### src/hw/rtl/mbe_pkg.sv
// ----------------------------------------------------------------------------
// mbe_pkg
// Shared types and constants of the Mandelbrot escape-time unit.
// ----------------------------------------------------------------------------
package mbe_pkg;

	// Register and field widths
	localparam int REG_W     = 32;
	localparam int LIMIT_W   = 8;
	localparam int COORD_W   = 12;
	localparam int CFG_IDX_W = 3;

	// Configuration register indexes
	localparam logic [CFG_IDX_W-1:0] REG_REAL_START  = 3'd0;
	localparam logic [CFG_IDX_W-1:0] REG_REAL_STEP   = 3'd1;
	localparam logic [CFG_IDX_W-1:0] REG_IMAG_START  = 3'd2;
	localparam logic [CFG_IDX_W-1:0] REG_IMAG_STEP   = 3'd3;
	localparam logic [CFG_IDX_W-1:0] REG_ITER_LIMIT  = 3'd4;

	// Register reset values (Q4.28: -2.0, step, -1.5, step)
	localparam logic [REG_W-1:0]   RST_REAL_START = 32'hE000_0000;
	localparam logic [REG_W-1:0]   RST_REAL_STEP  = 32'd745654;
	localparam logic [REG_W-1:0]   RST_IMAG_START = 32'hE800_0000;
	localparam logic [REG_W-1:0]   RST_IMAG_STEP  = 32'd745654;
	localparam logic [LIMIT_W-1:0] RST_ITER_LIMIT = 8'd20;

	// Default parameter values
	localparam int DEF_COORD_BITS = 12;
	localparam int DEF_FRAC_BITS  = 28;

	// Entries in the queue between front and iteration unit
	localparam int QUEUE_DEPTH = 2;

	// Queue status seen by both sides
	typedef struct packed {
		logic full;
		logic empty;
	} q_stat_t;

endpackage

### src/hw/rtl/mbe_front.sv
// ----------------------------------------------------------------------------
// mbe_front
// Configuration registers, pixel intake and mapping of a pixel to c.
// ----------------------------------------------------------------------------
module mbe_front #(
	parameter int COORD_BITS = mbe_pkg::DEF_COORD_BITS
) (
	input  logic                              clk,
	input  logic                              arst_n,
	input  logic                              cfg_we,
	input  logic [mbe_pkg::CFG_IDX_W-1:0]     cfg_index,
	input  logic [mbe_pkg::REG_W-1:0]         cfg_data,
	input  logic                              start,
	input  logic [mbe_pkg::COORD_W-1:0]       column,
	input  logic [mbe_pkg::COORD_W-1:0]       row,
	output logic                              busy,
	input  mbe_pkg::q_stat_t                  q_stat,
	output logic                              push,
	output logic [2*(COORD_BITS+34)-1:0]      push_data,
	output logic [mbe_pkg::LIMIT_W-1:0]       limit
);
	import mbe_pkg::*;

	// Index bits actually used, and width of a mapped coordinate
	localparam int UB = (COORD_BITS < COORD_W) ? COORD_BITS : COORD_W;
	localparam int CW = COORD_BITS + 34;

	logic [REG_W-1:0]       real_start_q;
	logic [REG_W-1:0]       real_step_q;
	logic [REG_W-1:0]       imag_start_q;
	logic [REG_W-1:0]       imag_step_q;
	logic [LIMIT_W-1:0]     limit_q;
	logic                   pend_q;
	logic [UB-1:0]          col_q;
	logic [UB-1:0]          row_q;
	logic                   take;
	logic signed [CW-1:0]   cr_map;
	logic signed [CW-1:0]   ci_map;

	// Configuration registers; unknown indexes are dropped
	always_ff @(posedge clk or negedge arst_n) begin
		if (!arst_n) begin
			real_start_q <= RST_REAL_START;
			real_step_q  <= RST_REAL_STEP;
			imag_start_q <= RST_IMAG_START;
			imag_step_q  <= RST_IMAG_STEP;
			limit_q      <= RST_ITER_LIMIT;
		end else if (cfg_we) begin
			case (cfg_index)
				REG_REAL_START: real_start_q <= cfg_data;
				REG_REAL_STEP:  real_step_q  <= cfg_data;
				REG_IMAG_START: imag_start_q <= cfg_data;
				REG_IMAG_STEP:  imag_step_q  <= cfg_data;
				REG_ITER_LIMIT: limit_q      <= cfg_data[LIMIT_W-1:0];
				default: ;
			endcase
		end
	end

	// Intake: one pixel held until the queue takes it
	assign busy = pend_q && q_stat.full;
	assign take = start && !busy;
	assign push = pend_q && !q_stat.full;

	always_ff @(posedge clk or negedge arst_n) begin
		if (!arst_n) begin
			pend_q <= 1'b0;
		end else if (take) begin
			pend_q <= 1'b1;
		end else if (push) begin
			pend_q <= 1'b0;
		end
	end

	always_ff @(posedge clk) begin
		if (take) begin
			col_q <= column[UB-1:0];
			row_q <= row[UB-1:0];
		end
	end

	// c = start + index * step on each axis, exact
	assign cr_map = CW'($signed(real_start_q))
		+ CW'($signed(real_step_q) * $signed({1'b0, col_q}));
	assign ci_map = CW'($signed(imag_start_q))
		+ CW'($signed(imag_step_q) * $signed({1'b0, row_q}));

	assign push_data = {cr_map, ci_map};
	assign limit     = limit_q;

endmodule

### config.mk
export PLATFORM = sky130hd
export DESIGN_NAME = mbe_front
export DESIGN_NICKNAME = d
export VERILOG_FILES = /design/src/hw/rtl/mbe_pkg.sv /design/src/hw/rtl/mbe_front.sv
export SDC_FILE = /design/constraint.sdc
export NUM_CORES = 2
export LEC_CHECK = 0
export BUFFER_PORTS_ARGS = -buffer_cell sky130_fd_sc_hd__buf_2
export CORE_MARGIN = 1
export CORE_UTILIZATION = 60
export DETAILED_ROUTE_END_ITERATION = 7
export GPL_ROUTABILITY_DRIVEN = 0
export HOLD_SLACK_MARGIN = 0.1
export PLACE_DENSITY = 0.78
export SETUP_SLACK_MARGIN = 0.4
export SYNTH_ARGS = -nofsm -noshare
export SYNTH_HDL_FRONTEND = slang
export SYNTH_SLANG_ARGS = --single-unit
### constraint.sdc
create_clock -name clk -period 9.4 [get_ports clk]
set_input_delay 1.88 -clock clk [delete_from_list [all_inputs] [get_ports clk]]
set_output_delay 1.88 -clock clk [all_outputs]
set_load 0.02 [all_outputs]
==> flow_summary.ini <==
[status]
status = complete, no violations

[critical_path]
cp_common_cell = fa_1
reg2reg_to = col_q[10]
max_stage_delay_ns = 0.65
end_kind = output port
ff2ff_setup_slack_ns = 7.54
slowest_stage = or4b_4
cp_max_fo = 9
worst_ep_required_time_ns = 7.52
criticalPathCategory = reg -> out
ff2ff_path_depth = 2
path_delay_family = adder cells
path_cells = buf_6, and2_1, fa_1, inv_1, fa_1, inv_1, fa_1, fa_1, fa_1, inv_1, fa_1, inv_1, ha_2, and2_1, nand4_1, or4b_4, a21oi_4, nor4_4, or4_1, nand3_2, buf_6
arrival_ns = 6.98
critPathLaunch = col_q[2]
crit_buf_inv = 6
start_kind = register
timing.rr.start = pend_q

[timing]
setup_viol = 0
drv_slew = 0
finClkSkew_ns = 0.0128
rsz0062_at_grt = yes
fin_crit_sh = 0.942
setup_tns_ns = 0
clock.fmax_mhz = 113
final-hold-violation-count = 0
relSlewSlack = 0.228
tightest_slew_ns = 1.15
fin_crit_ns = 8.86
fin_ws_ns = 0.541

[clocking]
clk-insertion-delay-late_ns = 0.47
cts_max_level = 4
cts_tree = yes
clkSinkCount = 161
cts.path.max_buffers = 2
cts_root_buf = clkbuf_16
cts.clk_slew.worst_paths_ns = 0.08
hold_buffers = 0
cts_buffers = 17

[route]
drtIter0Drc = 1696
via_per_inst = 5.58
drt_pre_antenna_iters = 5
drcViolationCount = 0
vias = 25959
wl_um = 86800
ant_nets = 0
wl_per_cell_um = 18.6

[hold_path]
hold-path-endpoint = limit[6]
hold_depth = 1
hp-start = limit[6]
hold_class = reg -> reg

[die]
die_w_um = 244
start_util = 0.608
die_area_um2 = 59400
design.core.area_um2 = 57700
die_h_um = 244
ioPinCount = 167
core.rowCount = 88

[synth]
syn_nets = 4803
synth-seq-cells = 161
synth-edff-count = 24
synth-async-reset-ratio = 0.851
syn_area_per_cell_um2 = 9.33
netlist_instances = 3760
ys.warnings.count = 0
synth_cell_types = 62
ys.flop_type = dfrtp_1
synth_area_leaders = fa_1 44%, inv_1 9.8%, dfrtp_1 7.7%
synth_seq_area_share = 0.119
synth_top_area_cell = fa_1
synth_top_area_share = 0.436
synth_area_um2 = 35100

[cells_and_area]
fillCellCount = 4526
regArea_um2 = 4200
stdcell_count = 4653
synthToLayoutAreaGrowth_pct = 8.69
mostFrequentLayoutCells = 914 x inv_1, 762 x fa_1, 526 x nand2_1, 353 x and2_1, 198 x ha_1
nets = 4911
final_area_um2 = 38100
drive_gt1_frac = 0.128
layout_commonest_cell = inv_1
multi_input_area_um2 = 27200

[job]
cap_violations = 0

[placed_design]
port-buffer-count = 165
place_inst = 4558
dp_slack_ns = 0.417
dp_hpwl_um = 67300
place_area_um2 = 36600

[grt]
grt_max_degree = 72
track_usage = 0.311
grt_overflow = 0
grt_pass1_vias = 27816
grt_pass1_wl_um = 144000
antenna_found_initial = 11
[per-stage QoR]
stage | utilization | hold slack [ns]
after floorplan | - | 0.487
after global placement | 0.634 | 0.484
after detailed placement | 0.634 | 0.491
after CTS | 0.652 | 0.514
after global routing | 0.661 | 0.527
final | 0.661 | 0.517
[kinds of logic after synthesis]
group,synth area share
xor gates and xnor gates,0.0240
adders and majority gates,0.512
DFF,0.119
AOI/OAI and AO/OA,0.0596
and+or+nand+nor,0.140
buffers and inverters,0.117
muxes,0.0282
[worst max path at each step]
| stage | to | slack [ns] | cells past startpoint |
|---|---|---|---|
| after floorplan | push_data[85] | 1.28 | 22 |
| after global placement | push_data[45] | 0.54 | 20 |
| after detailed placement | push_data[45] | 0.42 | 21 |
| after CTS | push_data[45] | 0.38 | 22 |
| after global routing | push_data[91] | 0.32 | 26 |
| final | push_data[89] | 0.54 | 21 |
[cell usage after synthesis, types with 19 or more instances]
cell / instances
a21o_1: 63
dfstp_2: 29
o21ai_0: 97
dfrtp_1: 108
clkbuf_1: 175
nand4_1: 19
xnor2_1: 65
edfxtp_1: 24
a21oi_1: 84
and2_1: 353
nand3_1: 20
mux2_2: 88
xor2_1: 31
nand2_1: 527
inv_1: 914
fa_1: 764
nor2_1: 46
ha_1: 214
[worst reg2reg max path, cell delays in order (launching register included)]
cell     delay (ns)
dfrtp_1        0.38
and2_1         0.19
nor2b_4        0.89
[timing repair]
action | 4_1_cts | 5_1_grt
endpoints found under the setup margin | 37 | 38
gates resized for setup | 12 | 82
pin swaps | 1 | 14
cloned | 0 | 0
setup buffers | 36 | 20
[state kept, by name (all words and copies together) (netlist names)]
name,cells
row_q,12
real_start_q,32
real_step_q,32
pend_q,1
col_q,12
imag_step_q,32
imag_start_q,32
limit,8
[layout make-up]
class,count,share of cell area
Antenna cell,7,0.000459
Sequential cell,161,0.110
Inverter,914,0.0900
Timing Repair Buffer,266,0.0452
Tap cell,765,0.0251
Multi-Input combinational cell,2508,0.712
Clock buffer,18,0.0115
Clock inverter,14,0.00545
[routing by layer]
metal	share of wire	vias up	GRT usage	wire length, um
met3	0.076	277	0.0505	6600
met1	0.38	13240	0.397	33100
met4	0.051	12	0.140	4460
met2	0.49	1100	0.523	42500
li1	-	11330	-	-
met5	0.00083	-	0	72
Power is not shown: default switching activity piles up to over one toggle a cycle in this logic, so the estimate is an artifact.
