[config.mk]
export PLATFORM = sky130hd
export DESIGN_NAME = mbe_queue
export DESIGN_NICKNAME = d
export VERILOG_FILES = /design/src/hw/rtl/mbe_pkg.sv /design/src/hw/rtl/mbe_queue.sv
export SDC_FILE = /design/constraint.sdc
export NUM_CORES = 1
export LEC_CHECK = 0
export BUFFER_PORTS_ARGS = -buffer_cell sky130_fd_sc_hd__buf_2
export CAP_MARGIN = 5
export CELL_PAD_IN_SITES_DETAIL_PLACEMENT = 0
export CELL_PAD_IN_SITES_GLOBAL_PLACEMENT = 1
export CORE_UTILIZATION = 48
export DETAILED_ROUTE_END_ITERATION = 10
export PLACE_DENSITY = 0.82
export SLEW_MARGIN = 20
export SYNTH_ARGS = -nofsm -noshare
export SYNTH_HDL_FRONTEND = slang
export SYNTH_SLANG_ARGS = --single-unit
[constraint.sdc]
create_clock -name clk -period 14.86 [get_ports clk]
set_clock_uncertainty 0.1 [all_clocks]
set_input_delay 2.972 -clock clk [delete_from_list [all_inputs] [get_ports clk]]
set_output_delay 2.972 -clock clk [all_outputs]
set_load 0.02 [all_outputs]
[src/hw/rtl/mbe_pkg.sv]
// ----------------------------------------------------------------------------
// mbe_pkg
// Shared types and constants of the Mandelbrot escape-time unit.
// ----------------------------------------------------------------------------
package mbe_pkg;

	// Register and field widths
	localparam int REG_W     = 32;
	localparam int LIMIT_W   = 8;
	localparam int COORD_W   = 12;
	localparam int CFG_IDX_W = 3;

	// Configuration register indexes
	localparam logic [CFG_IDX_W-1:0] REG_REAL_START  = 3'd0;
	localparam logic [CFG_IDX_W-1:0] REG_REAL_STEP   = 3'd1;
	localparam logic [CFG_IDX_W-1:0] REG_IMAG_START  = 3'd2;
	localparam logic [CFG_IDX_W-1:0] REG_IMAG_STEP   = 3'd3;
	localparam logic [CFG_IDX_W-1:0] REG_ITER_LIMIT  = 3'd4;

	// Register reset values (Q4.28: -2.0, step, -1.5, step)
	localparam logic [REG_W-1:0]   RST_REAL_START = 32'hE000_0000;
	localparam logic [REG_W-1:0]   RST_REAL_STEP  = 32'd745654;
	localparam logic [REG_W-1:0]   RST_IMAG_START = 32'hE800_0000;
	localparam logic [REG_W-1:0]   RST_IMAG_STEP  = 32'd745654;
	localparam logic [LIMIT_W-1:0] RST_ITER_LIMIT = 8'd20;

	// Default parameter values
	localparam int DEF_COORD_BITS = 12;
	localparam int DEF_FRAC_BITS  = 28;

	// Entries in the queue between front and iteration unit
	localparam int QUEUE_DEPTH = 2;

	// Queue status seen by both sides
	typedef struct packed {
		logic full;
		logic empty;
	} q_stat_t;

endpackage

[src/hw/rtl/mbe_queue.sv]
// ----------------------------------------------------------------------------
// mbe_queue
// Short first-in first-out queue of mapped points.
// ----------------------------------------------------------------------------
module mbe_queue #(
	parameter int WIDTH = 92,
	parameter int DEPTH = mbe_pkg::QUEUE_DEPTH
) (
	input  logic              clk,
	input  logic              arst_n,
	input  logic              push,
	input  logic [WIDTH-1:0]  push_data,
	input  logic              pop,
	output logic [WIDTH-1:0]  pop_data,
	output mbe_pkg::q_stat_t  q_stat
);
	import mbe_pkg::*;

	localparam int PW = (DEPTH > 1) ? $clog2(DEPTH) : 1;
	localparam int NW = $clog2(DEPTH + 1);

	logic [WIDTH-1:0] entry_q [DEPTH];
	logic [PW-1:0]    wr_ptr_q;
	logic [PW-1:0]    rd_ptr_q;
	logic [NW-1:0]    count_q;

	// Pointers and fill level
	always_ff @(posedge clk or negedge arst_n) begin
		if (!arst_n) begin
			wr_ptr_q <= '0;
			rd_ptr_q <= '0;
			count_q  <= '0;
		end else begin
			if (push) begin
				wr_ptr_q <= (wr_ptr_q == PW'(DEPTH - 1)) ? '0 : wr_ptr_q + 1'b1;
			end
			if (pop) begin
				rd_ptr_q <= (rd_ptr_q == PW'(DEPTH - 1)) ? '0 : rd_ptr_q + 1'b1;
			end
			case ({push, pop})
				2'b10:   count_q <= count_q + 1'b1;
				2'b01:   count_q <= count_q - 1'b1;
				default: count_q <= count_q;
			endcase
		end
	end

	// Storage
	always_ff @(posedge clk) begin
		if (push) begin
			entry_q[wr_ptr_q] <= push_data;
		end
	end

	assign pop_data     = entry_q[rd_ptr_q];
	assign q_stat.full  = (count_q == NW'(DEPTH));
	assign q_stat.empty = (count_q == '0);

endmodule

==> impl_metrics.csv, run 1 <==
group,metric,value,unit
worst_setup_path,r2r-end,"entry_q[1][67]",
worst_hold_path,min_path_type,"register to register",
floorplan,start_util,49.1,%
timing,setup_viol,0,
global_route,grt_pass1_wl,17.0,mm
routing,routed_wirelength,11.6,mm
place,port_buffers,189,
flow_run,maxCapViolCount,0,
cells_and_area,drive_gt1_share,61.2,%
routing,vias_per_cell,4.92,
worst_hold_path,holdPathEnd,"count_q[1]",
worst_setup_path,critPathLaunchType,"register",
place,place.gp.congestion,0.699,
power,ir_drop,0.121,mV
power,power,1.73,mW
timing,finalCritPeriodShare,39.1,%
synth,synth-seq-cells,188,
timing,report.final.slew_viol_count,0,
worst_setup_path,reg2reg_slack,12680,ps
routing,drt_iter0_drc,252,
global_route,gr-total-overflow,0,
cts,cts.sinks,188,
cts,post_cts_buffers,0,
worst_setup_path,crit_path_end_kind,"output pin",
cells_and_area,final_nets,601,
synth,yosysUniqueCellTypes,14,
timing,tns,0,ps
worst_setup_path,rr_worst_depth,2,
power,internal-power,1.19,mW
timing,rsz0062_at_grt,"false",
floorplan,std_cell_rows,44,
synth,syn_area,7100,um^2
cts,clk_pin_slew,60,ps
cells_and_area,antenna_cells,0,
cts,htree_num_levels,4,
cells_and_area,multi_input_area,1390,um^2
worst_hold_path,holdPathStages,1,
cts,cts_hold_buf,0,
worst_setup_path,worstPathMaxFanout,48,
worst_setup_path,path_cells,"buf_4 > mux2_2 > buf_2",
synth,synth-warning-count,0,
power,p_seq_share,44.0,%
cells_and_area,nFillCells,1062,
floorplan,ios,190,
power,p_switching,0.541,mW
timing,min_period,5810,ps
cts,post_cts_resized,0,
worst_setup_path,crit_slowest_cell,"dfrtp_4",
synth,synthCells,302,
routing,num_vias,3443,
power,clkPwrFrac,23.6,%
worst_setup_path,r2r-start,"wr_ptr_q",
cts,clockRootBuffer,"clkbuf_16",
cts,clock_latency,420,ps
worst_setup_path,worstPathRequired,11790,ps
routing,post_drt_wl_per_cell,16.6,um
place,post-place-ws,9440,ps
global_route,antenna_found_initial,0,
place,hpwl,7.72,mm
cts,cts_tree,"yes",
power,p_per_area,198,nW/um^2
synth,synth.yosys.seq_area_share,79.2,%
routing,drtPass1Iterations,4,
global_route,grt.total_usage,15.6,%
place,place_area,8230,um^2
floorplan,die_h,124,um
worst_hold_path,hp-start,"count_q[1]",
cells_and_area,syn_to_final_growth,23.3,%
synth,syn_avg_cell_area,23.5,um^2
timing,slew_headroom,45.7,%
floorplan,die-area,15300,um^2
routing,postRouteAntennaNets,0,
worst_setup_path,critical_path_class,"register to output pin",
floorplan,coreArea,14500,um^2
power,p_sw_share,31.3,%
global_route,grt_max_degree,52,
routing,remaining_drc_errors,0,
cells_and_area,final_area,8760,um^2
timing,hold_violations,0,
timing,worst_slew_pin_slew,814,ps
timing,setup_ws,9050,ps
timing,fmaxAchievable,172,MHz
floorplan,die_x,124,um
synth,syn_nets,399,
global_route,grt_pass1_vias,3376,
worst_setup_path,critPathBufInv,2,
cells_and_area,seqCellArea,5630,um^2
cts,cts_inserted_buffers,17,
power,leakage,3.50,nW
worst_setup_path,crit_family,"buffers and inverters",
power,combPwrFrac,32.4,%
worst_setup_path,critPathMaxStageDelay,940,ps
worst_setup_path,critPathArrivalTime,2740,ps
run_status,status,"completed",
cts,cts_buffer_depth,2,
[cell families after synthesis]
logic type | synth area share (%)
and+or+nand+nor | 0.335
DFF | 79.2
muxes | 18.3
adders and majority gates | 0.176
xor gates and xnor gates | 0.617
buffers and inverters | 1.41
[worst reg2reg max path: stages, from the launching register on]
cell and delay (ps):
dfrtp_1 420, and2_4 540, buf_4 690
[sequential cells by signal (all words and copies together) (netlist names)]
name	count
entry_q	184
count_q	2
rd_ptr_q	1
wr_ptr_q	1
[per-stage QoR]
| stage | utilization, % | cells | hold WS (ps) |
|---|---|---|---|
| global placement | 56.8 | 669 | 373 |
| CTS | 60.5 | 700 | 388 |
| floorplan | - | 302 | 356 |
| global route | 60.5 | 700 | 413 |
| detailed placement | 56.8 | 669 | 377 |
| finish | 60.5 | 700 | 384 |
[placed cells by master, fill, tap and decap left out, drive strengths merged, types with 2 or more instances in the layout]
cell type | synthesis | final
buf | 10 | 193
clkbuf | 0 | 18
clkinv | 0 | 8
clkinvlp | 0 | 2
dfrtp | 4 | 4
edfxtp | 184 | 184
inv | 1 | 3
mux2 | 92 | 92
nor2 | 3 | 3
xnor2 | 2 | 2
xor2 | 3 | 3
[per-layer routing]
metal	vias up	routed length, um	track usage [%]	share of wire (%)
li1	1603	-	-	-
met1	1694	4780	18.2	41
met4	0	180	7.00	1.5
met2	130	5850	26.2	50
met5	-	0	0	0
met3	16	837	5.04	7.2
[worst max path at each step]
stage              from       endpoint  cells after the start
2_1_floorplan      push  entry_q[0][0]                      2
3_3_place_gp   rd_ptr_q   pop_data[74]                      3
3_5_place_dp   rd_ptr_q   pop_data[74]                      3
4_1_cts        rd_ptr_q   pop_data[74]                      3
5_1_grt        rd_ptr_q   pop_data[76]                      3
6_report       rd_ptr_q   pop_data[74]                      3
[power by group through the flow]
stage	Combinational, mW	Sequential [mW]	Clock, mW
2_1_floorplan	0.455	0.746	0
3_3_place_gp	0.567	0.769	0
3_5_place_dp	0.570	0.775	0
4_1_cts	0.571	0.764	0.418
5_1_grt	0.599	0.773	0.438
6_report	0.561	0.761	0.408
[final cells by class]
class / count / share of cell area [%]
clock buffer: 18 / 4.90
clock inverter: 13 / 1.14
inverter: 1 / 0.0429
multi-input combinational: 103 / 15.9
sequential: 188 / 64.3
tap: 184 / 2.63
timing repair buffer: 193 / 11.1
[cell usage after synthesis, drive strengths merged]
cell | instances | area, um^2
xnor2 | 2 | 17.5
nor2b | 1 | 6.26
xor2 | 3 | 26.3
dfrtp | 4 | 100
mux2 | 92 | 1300
ha | 1 | 12.5
edfxtp | 184 | 5530
nor2 | 3 | 11.3
and2 | 1 | 6.26
inv | 1 | 3.75
buf | 10 | 96.4
No activity file was read; power rests on OpenSTA's default activity.
==> run 2: changes to the inputs <==
ABC_AREA = 1   (was not set)
CORE_UTILIZATION = 42   (was 48)
PLACE_DENSITY = 0.77   (was 0.82)
clock period = 5.85 ns   (was 14.86 ns; I/O delays follow)
==> run 2 against run 1 <==
Critical path depth is 1 higher. Combinational power is 150% higher. Flip-flop and latch count stayed put. Non-clock buffer count stayed put. Routed wire length is 13% higher. First-iteration DRC count is 19% lower. Register-to-register slack worse by 9000 ps. Via count is 23% higher. Final cell count is 33% higher. Count of clock-buffer cells in the layout is 2 higher. Area after synthesis is 1.4% lower. Critical endpoint is now pop_data[54].
==> impl_metrics.csv, run 2 <==
group,metric,value,unit
worst_setup_path,crit_family,"flip-flops",
power,p_per_area,510,nW/um^2
synth,yosys.area.top_type,"edfxtp_1",
synth,synth_edf_count,184,
timing,setup_viol,0,
worst_setup_path,crit_cells,4,
floorplan,start_util,43.6,%
timing,min_period,3360,ps
cts,clock_latency,420,ps
global_route,antenna_found_initial,3,
cells_and_area,largest_register_ffs,184,
routing,drtPass1Iterations,4,
worst_setup_path,worstPathRequired,4580,ps
cells_and_area,final_cell_mix,"buf_2 (189), edfxtp_1 (184), inv_1 (97), nand2_1 (97), o21ai_0 (92)",
global_route,grt_pass1_wl,20.6,mm
routing,post_drt_wl_per_cell,14.2,um
routing,vias_per_cell,4.56,
timing,slew_headroom,44.8,%
synth,syn_nets,601,
worst_setup_path,critPathBufInv,2,
timing,setup_ws,2490,ps
worst_setup_path,r2r-end,"entry_q[1][75]",
synth,post-synth-top-count-cell,"edfxtp_1",
cts,post_cts_buffers,0,
cells_and_area,final_nets,793,
cells_and_area,largestRegisters,"entry_q: 184 flops, count_q: 2 flops",
power,p_sw_share,35.2,%
synth,yosysUniqueCellTypes,14,
worst_setup_path,critPathLaunchType,"register",
power,p_seq_share,42.6,%
cells_and_area,nFillCells,1362,
floorplan,ios,190,
place,post-place-ws,2400,ps
cts,cts.sinks,188,
floorplan,die_h,131,um
cts,post_cts_resized,0,
power,power,4.48,mW
worst_setup_path,critPathMaxStageDelay,770,ps
worst_setup_path,worstPathMaxFanout,56,
routing,drt_iter0_drc,203,
global_route,grt.total_usage,15.6,%
flow_run,maxCapViolCount,0,
synth,synth_common_cells,"edfxtp_1 (184), inv_1 (98), nand2_1 (97), o21ai_0 (92), buf_4 (11)",
routing,num_vias,4229,
synth,synth-async-reset-ratio,2.13,%
worst_setup_path,crit_slowest_cell,"dfrtp_4",
power,combPwrFrac,31.1,%
synth,synth_top_family_by_area,"buffers and inverters",
cts,cts_inserted_buffers,17,
worst_hold_path,min_path_type,"register to register",
cts,htree_num_levels,4,
worst_setup_path,critPathArrivalTime,2090,ps
worst_setup_path,rr_worst_depth,3,
worst_setup_path,crit_path_end_kind,"output pin",
timing,worst_slew_pin_slew,827,ps
synth,synth-simple-area-share,5.52,%
timing,rsz0062_at_grt,"false",
cts,clockRootBuffer,"clkbuf_16",
floorplan,die_x,131,um
worst_setup_path,crit_end,"pop_data[54]",
cts,cts_hold_buf,0,
place,hpwl,8.54,mm
run_status,status,"completed",
synth,synth-warning-count,0,
cts,cts_tree,"yes",
synth,synthCells,504,
cts,clk_pin_slew,70,ps
routing,routed_wirelength,13.2,mm
cells_and_area,top_register,"entry_q",
floorplan,coreArea,16100,um^2
synth,synth.area.top_cells,"edfxtp_1 (79%), o21ai_0 (6.6%), inv_1 (5.3%)",
cells_and_area,drive_gt1_share,31.3,%
power,clkPwrFrac,26.3,%
worst_setup_path,r2r-start,"wr_ptr_q",
timing,report.final.slew_viol_count,0,
cells_and_area,syn_to_final_growth,25.3,%
routing,postRouteAntennaNets,0,
synth,synth.yosys.seq_area_share,80.3,%
synth,synthAdderAreaFrac,0.179,%
timing,hold_violations,0,
cells_and_area,layout_commonest_cell,"buf_2",
cts,cts_buffer_depth,2,
synth,synthXorXnorAreaFrac,0.375,%
worst_setup_path,critical_path_class,"register to output pin",
routing,remaining_drc_errors,0,
synth,synth_mux_area_share,0,%
worst_setup_path,path_cells,"buf_4 > nand2_1 > o21ai_0 > buf_2",
power,internal-power,2.90,mW
synth,synth_ff_type,"edfxtp_1",
power,leakage,3.73,nW
power,ir_drop,0.272,mV
timing,fmaxAchievable,298,MHz
global_route,gr-total-overflow,0,
place,place.gp.congestion,0.747,
synth,syn_area,7000,um^2
place,port_buffers,189,
floorplan,die-area,17200,um^2
timing,tns,0,ps
worst_setup_path,reg2reg_slack,3730,ps
synth,synth_compound_area_share,6.57,%
floorplan,std_cell_rows,46,
synth,synth-seq-cells,188,
synth,syn_avg_cell_area,13.9,um^2
synth,synth_top_area_share,78.9,%
worst_setup_path,crit_start,"rd_ptr_q",
global_route,grt_max_degree,137,
timing,finalCritPeriodShare,57.4,%
global_route,grt_pass1_vias,4146,
power,p_switching,1.57,mW
run 2: cell count changes after synthesis, sizes merged, moves of 2 or more:
cell	before	now
inv	1	98
nand2	0	97
mux2	92	0
o21ai	0	92
buf	10	18
clkbuf	0	2
run 2: power groups by stage:
stage	logic (mW)	clock network (mW)	registers (mW)
2_1_floorplan	0.970	0	1.90
3_3_place_gp	1.30	0	1.99
3_5_place_dp	1.32	0	2.01
4_1_cts	1.33	1.20	1.98
5_1_grt	1.52	1.25	1.94
6_report	1.39	1.18	1.91
run 2: cell type report:
cell class | instances | area (um^2) | area share, %
repair buffers | 193 | 1000 | 11.4
diodes | 3 | 7.51 | 0.0855
flip-flops and latches | 188 | 5630 | 64.1
clock inverters | 12 | 170 | 1.94
well taps | 216 | 270 | 3.08
inverters | 98 | 370 | 4.22
multi-input cells | 198 | 893 | 10.2
clock buffers | 20 | 437 | 4.98
run 2: routing by layer:
metal,global-route usage [%],part of all wire (%)
met4,6.99,2.0
met5,0,0
met1,17.3,41
met3,6.67,8.5
met2,26.0,48
run 2: per-stage QoR:
stage | util [%] | hold slack (ps) | cells | instance area, um^2
after global placement | 50.6 | 376 | 892 | 8130
final | 54.7 | 420 | 928 | 8780
after detailed placement | 50.6 | 404 | 892 | 8130
after floorplan | - | 363 | 504 | 7000
after CTS | 54.4 | 420 | 924 | 8740
after global routing | 54.6 | 433 | 926 | 8770
run 2: worst min path at each step:
stage / startpoint / end / slack [ps] / cells after the start
6_report: count_q[1] / count_q[1] / 420 / 2
5_1_grt: arst_n / count_q[1] / 430 / 1
4_1_cts: count_q[1] / count_q[1] / 420 / 2
3_5_place_dp: count_q[1] / count_q[1] / 400 / 2
3_3_place_gp: count_q[1] / count_q[1] / 380 / 2
2_1_floorplan: count_q[1] / count_q[1] / 360 / 2
run 2: worst min-delay path, cell delays in order (launching register included):
cell and delay, ps:
dfrtp_1 370, nand2_1 70, nand2_1 50
run 2: logic make-up after synthesis:
group,count (synthesis)
and+or+nand+nor,102
buffers and inverters,118
AOI/OAI and AO/OA,92
DFF,188
xor gates and xnor gates,3
adders and majority gates,1
==> run 3: changes to the inputs <==
CORE_UTILIZATION = 38   (was 42)
PLACE_DENSITY = 0.73   (was 0.77)
clock period = 3 ns   (was 5.85 ns; I/O delays follow)
==> run 3 against run 2 <==
Final cell count grew 1.4%. Register-to-register slack lost 2200 ps. Combinational power grew 100%. Design area is essentially flat. First-iteration DRC count shrank 4.4%. Utilization shrank 5.9 points. Power grew 91%. Flip-flop and latch count is the same. Hold slack lost 160 ps. Critical path depth shrank 1. Count of clock-buffer cells in the layout shrank 2. Clock power grew 78%.
==> impl_metrics.csv, run 3 (synthesis results as in run 2) <==
group,metric,value,unit
routing,routed_wirelength,13.1,mm
routing,post_drt_wl_per_cell,13.9,um
cells_and_area,final_cells,941,
timing,slew_headroom,70.8,%
worst_setup_path,r2r-end,"entry_q[1][1]",
worst_setup_path,crit_start,"rd_ptr_q",
place,port_buffers,189,
routing,remaining_drc_errors,0,
cts,clk_pin_slew,70,ps
worst_setup_path,reg2reg_slack,1490,ps
timing,setup_ws,597,ps
cells_and_area,final_nets,796,
flow_run,maxCapViolCount,0,
place,place.gp.congestion,0.698,
cells_and_area,fin_util,48.7,%
cells_and_area,antenna_cells,0,
worst_hold_path,min_path_type,"input pin to register",
place,place_area,8220,um^2
floorplan,start_util,38.9,%
worst_setup_path,worstPathMaxFanout,120,
cts,htree_num_levels,4,
cells_and_area,drive_gt1_share,32.0,%
timing,report.final.slew_viol_count,0,
place,hpwl,8.62,mm
cells_and_area,largestRegisters,"entry_q: 184 flops, count_q: 2 flops",
floorplan,die_h,138,um
cts,cts_buffer_depth,2,
cts,cts.sinks,188,
timing,setup_viol,0,
floorplan,die-area,19000,um^2
power,ir_drop,0.386,mV
global_route,grt.total_usage,13.8,%
cells_and_area,final_area,8780,um^2
cells_and_area,multi_input_area,893,um^2
run_status,status,"completed",
cts,post_cts_buffers,0,
global_route,grt_pass1_wl,19.2,mm
worst_setup_path,critPathLaunchType,"register",
cts,cts_hold_buf,1,
worst_setup_path,crit_end,"pop_data[45]",
worst_setup_path,critPathArrivalTime,1700,ps
cells_and_area,nFillCells,1642,
floorplan,ios,190,
timing,min_period,2400,ps
place,place_inst,908,
floorplan,std_cell_rows,49,
worst_setup_path,worstPathRequired,2300,ps
timing,fmaxAchievable,416,MHz
cells_and_area,seqCellArea,5630,um^2
cts,cts_inserted_buffers,17,
global_route,antenna_found_initial,2,
cts,post_cts_resized,0,
timing,holdWs,261,ps
timing,rsz0062_at_grt,"false",
global_route,gr-total-overflow,0,
power,power,8.53,mW
cells_and_area,layout_commonest_cell,"buf_2",
power,p_per_area,972,nW/um^2
floorplan,coreArea,18000,um^2
cells_and_area,top_register,"entry_q",
cells_and_area,final_cell_mix,"buf_2 (189), edfxtp_1 (184), inv_1 (97), nand2_1 (97), o21ai_0 (92)",
routing,num_vias,4163,
timing,tns,0,ps
power,leakage,3.74,nW
cts,cts_tree,"yes",
worst_setup_path,crit_path_end_kind,"output pin",
floorplan,die_x,138,um
routing,drtPass1Iterations,4,
worst_setup_path,rr_worst_depth,3,
cells_and_area,largest_register_ffs,184,
timing,worst_slew_pin_slew,438,ps
cts,clock_latency,420,ps
timing,hold_violations,0,
worst_setup_path,r2r-start,"wr_ptr_q",
routing,vias_per_cell,4.42,
worst_setup_path,critical_path_class,"register to output pin",
routing,drt_iter0_drc,194,
cts,clockRootBuffer,"clkbuf_16",
routing,postRouteAntennaNets,0,
timing,finalCritPeriodShare,80.1,%
global_route,grt_max_degree,121,
cells_and_area,syn_to_final_growth,25.4,%
place,post-place-ws,1060,ps
global_route,grt_pass1_vias,3902,
## run 3: changes by cell type in the layout (fill, tap and decap cells not counted), moves of 2 or more
cell        change
buf_12          +4
clkinv_2        +4
bufinv_16       -3
clkinv_4        +3
diode_2         -3
clkbuf_1        -2
clkinv_1        -2
clkinvlp_4      -2
inv_6           +2
## run 3: power breakdown
part | switching [mW] | internal (mW) | leakage (nW) | total, mW
clock network | 0.952 | 1.15 | 0.268 | 2.10
registers | 0.134 | 3.49 | 1.77 | 3.62
logic | 2.00 | 0.815 | 1.70 | 2.82
## run 3: worst min-delay path by stage
stage | slack, ps | endpoint | start | cells after the start
after global routing | 230 | entry_q[1][89] | push_data[89] | 1
after global placement | 310 | count_q[1] | arst_n | 1
final | 260 | entry_q[1][89] | push_data[89] | 1
after CTS | 240 | entry_q[0][86] | push_data[86] | 1
after floorplan | 200 | count_q[0] | arst_n | 0
after detailed placement | 310 | count_q[1] | arst_n | 1
## run 3: layout make-up
cell class                      count  share of cell area, %
Tap cell                          229                   3.26
Inverter                           98                   4.22
Multi-Input combinational cell    198                   10.2
Sequential cell                   188                   64.1
Timing Repair Buffer              196                   12.0
Clock buffer                       18                   4.89
Clock inverter                     14                   1.38
## run 3: metal layers
metal | GRT usage, % | up-vias | share of wire [%]
met3 | 5.00 | 21 | 6.8
li1 | - | 2083 | -
met4 | 5.98 | 4 | 1.7
met2 | 23.4 | 119 | 50
met1 | 15.7 | 1936 | 42
met5 | 0 | - | 0.18
## run 3: worst max-delay path: stages, from the launching register on
cell     delay, ps
dfrtp_4        500
buf_12         220
o21ai_0        280
buf_2          210
